## src/hdl/dfst_pkg.sv

```systemverilog
package dfst_pkg;

   // Field widths and storage limits
   localparam int VERTEX_W             = 6;
   localparam int VERT_CAP             = 64;
   localparam int MAX_VERTICES_DEFAULT = 64;

   // Request operation codes
   typedef logic [1:0] op_type;
   localparam op_type OP_ADD    = 2'd0;
   localparam op_type OP_SEARCH = 2'd1;
   localparam op_type OP_CLEAR  = 2'd2;

   // Priority encoder: index of the lowest set bit, zero when none is set
   function automatic logic [VERTEX_W-1:0] lowest_set(input logic [VERT_CAP-1:0] bits);
      logic [VERTEX_W-1:0] idx;
      idx = '0;
      for (int i = VERT_CAP - 1; i >= 0; i--) begin
         if (bits[i]) begin
            idx = VERTEX_W'(i);
         end
      end
      return idx;
   endfunction

endpackage

```

## src/hdl/dfst_adj_store.sv

```systemverilog
module dfst_adj_store #(
   parameter int VERT_LIMIT = dfst_pkg::MAX_VERTICES_DEFAULT
) (
   input  logic                          clock,
   input  logic                          reset,
   input  logic                          clear_rows,
   input  logic                          rd_en,
   input  logic [$clog2(VERT_LIMIT)-1:0] rd_addr,
   input  logic                          wr_en,
   input  logic [$clog2(VERT_LIMIT)-1:0] wr_addr,
   input  logic [VERT_LIMIT-1:0]         wr_data,
   output logic [VERT_LIMIT-1:0]         rd_row
);
   import dfst_pkg::*;

   logic [VERT_LIMIT-1:0] adj_mem [VERT_LIMIT];
   logic [VERT_LIMIT-1:0] row_valid_ff;
   logic [VERT_LIMIT-1:0] row_valid_in;
   logic [VERT_LIMIT-1:0] rd_data_ff;
   logic                  rd_valid_ff;

   // Row valid bits: a row never written since the last clear reads as empty
   always_comb begin
      row_valid_in = row_valid_ff;
      if (clear_rows) begin
         row_valid_in = '0;
      end else if (wr_en) begin
         row_valid_in[wr_addr] = 1'b1;
      end
   end

   always_ff @(posedge clock) begin
      if (reset) begin
         row_valid_ff <= '0;
      end else begin
         row_valid_ff <= row_valid_in;
      end
   end

   // Adjacency memory: one write port, one registered read port
   always_ff @(posedge clock) begin
      if (wr_en) begin
         adj_mem[wr_addr] <= wr_data;
      end
      if (rd_en) begin
         rd_data_ff  <= adj_mem[rd_addr];
         rd_valid_ff <= row_valid_ff[rd_addr];
      end
   end

   assign rd_row = rd_valid_ff ? rd_data_ff : '0;

endmodule

```

## config.mk

```make
export PLATFORM = sky130hd
export DESIGN_NAME = dfst_adj_store
export DESIGN_NICKNAME = d
export VERILOG_FILES = /design/src/hdl/dfst_pkg.sv /design/src/hdl/dfst_adj_store.sv
export SDC_FILE = /design/constraint.sdc
export NUM_CORES = 2
export LEC_CHECK = 0
export BUFFER_PORTS_ARGS = -buffer_cell sky130_fd_sc_hd__buf_4
export CAP_MARGIN = 20
export CORE_UTILIZATION = 40
export DETAILED_ROUTE_END_ITERATION = 16
export PLACE_DENSITY = 0.59
export SLEW_MARGIN = 20
export SYNTH_ARGS = -nofsm -noshare
export SYNTH_HDL_FRONTEND = slang
export SYNTH_SLANG_ARGS = --single-unit
export TNS_END_PERCENT = 20
```

## constraint.sdc

```tcl
create_clock -name clock -period 18.3 [get_ports clock]
set_input_delay 0.915 -clock clock [delete_from_list [all_inputs] [get_ports clock]]
set_output_delay 0.915 -clock clock [all_outputs]
set_load 0.005 [all_outputs]
```

==> results.yml <==
status:
  status: "complete, no violations"
sta:
  fin_crit_sh_pct: 29.0
  hold_viol: 0
  setup_viol: 0
  fmax_mhz: 188
  min_period_ps: 5320
  clock-skew-final_ps: 44.1
  tightest_slew_ps: 1210
  rsz0062_at_grt: "false"
  tns_ps: 0
  maxSlewHeadroom_pct: 19.0
  slew_viol_final: 0
power:
  vdd_ir_drop_max_mv: 0.0947
  seq_power_share_pct: 53.8
  cellPowerDensity_mw_per_mm2: 111
  intPower_mw: 15.7
  switching_share_pct: 21.6
  clockPowerShare_pct: 41.5
  p_sw_mw: 4.32
  comb_power_share_pct: 4.7
  leakagePower_nw: 55.3
  p_total_mw: 20.0
final_layout:
  fillCellCount: 32400
  regArea_mm2: 0.126
  synthToLayoutAreaGrowth_pct: 13.4
  multi_input_area_mm2: 0.0314
  final_cell_mix: "edfxtp_1, mux4_2, clkbuf_16, o22ai_1, buf_4"
  final_layout_size_suffix_gt1_share_pct: 27.4
  final_common_cell: "edfxtp_1"
  num-nets-final: 7317
floorplanning:
  initial_core_util_pct: 40.2
  die_h_um: 632
  die-area_mm2: 0.400
  core_area_mm2: 0.396
  rows: 231
  io_pins: 145
  dieWidth_um: 632
logic_synthesis:
  synthMuxAreaShare_pct: 15.1
  ys_seq_area_share_pct: 79.4
  yosysWarnings: 0
  synth_edf_count: 4161
  synthFlopType: "edfxtp_1"
  synth_cell_types: 36
  synth_area_leader_cell: "edfxtp_1"
  synth-xor-area-share_pct: 0
  synth-simple-area-share_pct: 1.07
  syn_area_per_cell_um2: 23.3
  synth_seq_cells: 4225
  netlist_instances: 6831
  syn_area_mm2: 0.159
  ys_top_cells_by_area: "edfxtp_1, mux4_2, o22ai_1, dfxtp_1, mux2i_1"
  async_flop_share_pct: 0
  syn-num-nets: 6912
  synth_top_family_by_area: "multiplexers"
  synth_fa_ha_area_share_pct: 0
  synth_top_area_share_pct: 78.6
  synth_compound_gate_area_share_pct: 3.18
worst_setup_path:
  cp.required_ps: 19030
  crit_type: "in2reg"
  worstSetupEndpointType: "register"
  worst_ep_arrival_time_ps: 6040
  cp_common_cell: "buf_4"
  critPathLaunchType: "input pin"
  cp_max_fo: 101
  crit_path_max_incr_delay_ps: 840
  slowest_stage: "buf_4"
  crit_chain: "buf_16, buf_4, buf_4, buf_12, buf_4, mux4_2, mux2_2, o21ai_0, o22ai_1, o21a_1"
clocking:
  cts_sinks: 4225
  htree_levels: 5
  hold_buffers: 0
  post-cts-setup-buffer-count: 0
  clockRootBuffer: "clkbuf_16"
  clk_latency_ps: 990
  cts_resized: 0
  cts_buffers: 422
  clk_pin_slew_ps: 60
  cts_tree: "yes"
  cts_max_path_buffers: 4
detailed_routing:
  drt_pre_antenna_iters: 6
  vias_per_cell: 6.24
  num_vias: 80100
  ant_nets: 0
  wl_per_cell_um: 37.7
  wl_um: 484000
  remaining_drc_errors: 0
  drtIter0Drc: 11900
global_route:
  grt_busiest_layer: "met2"
  antenna_found_initial: 44
  grt_overflow_total: 0
  use_met1_pct: 33.6
  grt_pass1_vias: 78400
  grt_max_degree: 117
  grt_pass1_wl_um: 658000
  grtUsageMet3_pct: 4.80
  met2_usage_pct: 37.7
  grt_usage_pct: 23.9
placed_design:
  hpwlAfterDp_um: 255000
  gp_congestion: 0.780
  io_buffer_count: 144
job:
  cap_violations: 0
worst_hold_path:
  hold_class: "in2reg"
cell families after synthesis:
kind of cell	Yosys count
AOI/OAI and AO/OA	749
buffers and inverters	397
DFF	4225
muxes	1143
and+or+nand+nor	317
cell usage after synthesis, types with 4 or more instances:
cell type / count
o22ai_1: 376
a21oi_1: 16
o22a_1: 4
mux4_2: 999
edfxtp_1: 4161
o211a_1: 6
buf_6: 23
nand2b_1: 14
nand3_1: 22
a22oi_1: 40
or2_2: 5
clkbuf_1: 162
buf_1: 41
o21ai_0: 29
buf_2: 122
a31oi_1: 8
o21a_1: 117
mux2_2: 52
dfxtp_1: 64
and2_1: 66
nor4_1: 57
o221ai_1: 64
nor3_1: 8
buf_4: 49
mux2i_1: 92
nor2_1: 73
nor2b_1: 40
o21ai_1: 29
nand2_1: 23
a211oi_1: 60
per-stage QoR:
step | instance area (µm²) | setup WS, ps | util [%] | hold WS [ps] | cells
floorplan | 159000 | 11940 | - | 435 | 6831
global placement | 167000 | 11840 | 42.2 | 442 | 12100
detailed placement | 167000 | 11810 | 42.3 | 449 | 12100
CTS | 180000 | 12860 | 45.6 | 376 | 12800
global route | 180000 | 12480 | 45.6 | 439 | 12800
finish | 180000 | 12980 | 45.6 | 439 | 12800
final cells by class:
| class | instances | area share [%] |
|---|---|---|
| antenna | 18 | 0.0250 |
| clock buffer | 514 | 6.10 |
| clock inverter | 248 | 1.14 |
| multi-input combinational | 2209 | 17.4 |
| sequential | 4225 | 70.0 |
| tap | 5242 | 3.64 |
| timing repair buffer | 378 | 1.70 |
per-layer routing:
| metal | vias up | share of wire, % |
|---|---|---|
| met3 | 847 | 11 |
| met5 | - | 0.022 |
| met4 | 18 | 3.3 |
| li1 | 30400 | - |
| met1 | 44100 | 39 |
| met2 | 4777 | 47 |
power groups by stage:
stage	Clock, mW	Combinational (mW)	Sequential [mW]
after floorplan	0	0.509	10.9
after global placement	0	0.922	10.9
after CTS	8.38	0.938	10.7
after detailed placement	0	0.936	11.0
final	8.30	0.933	10.7
after global routing	8.73	0.982	10.7
state kept, by name, summed over array words and instances (netlist names):
name,cells
adj_mem,4096
rd_data_ff,64
rd_valid_ff,1
row_valid_ff,64
worst paths after layout:
kind                   startpoint               to  slack, ps  depth (start not counted)
setup reg to reg  adj_mem[51][50]   rd_data_ff[50]      15990                          5
hold / removal        wr_data[35]  adj_mem[34][35]        440                          1
setup / recovery       rd_addr[0]   rd_data_ff[19]      12980                         10
hold reg to reg   row_valid_ff[6]  row_valid_ff[6]        460                          1
worst max-delay path: cells and delay by family:
family          cells  cell delay [ps]
compound gates      3              520
mux                 2              860
buf+inv             5             3330
Note: power is estimated with default switching activity, not from simulation.
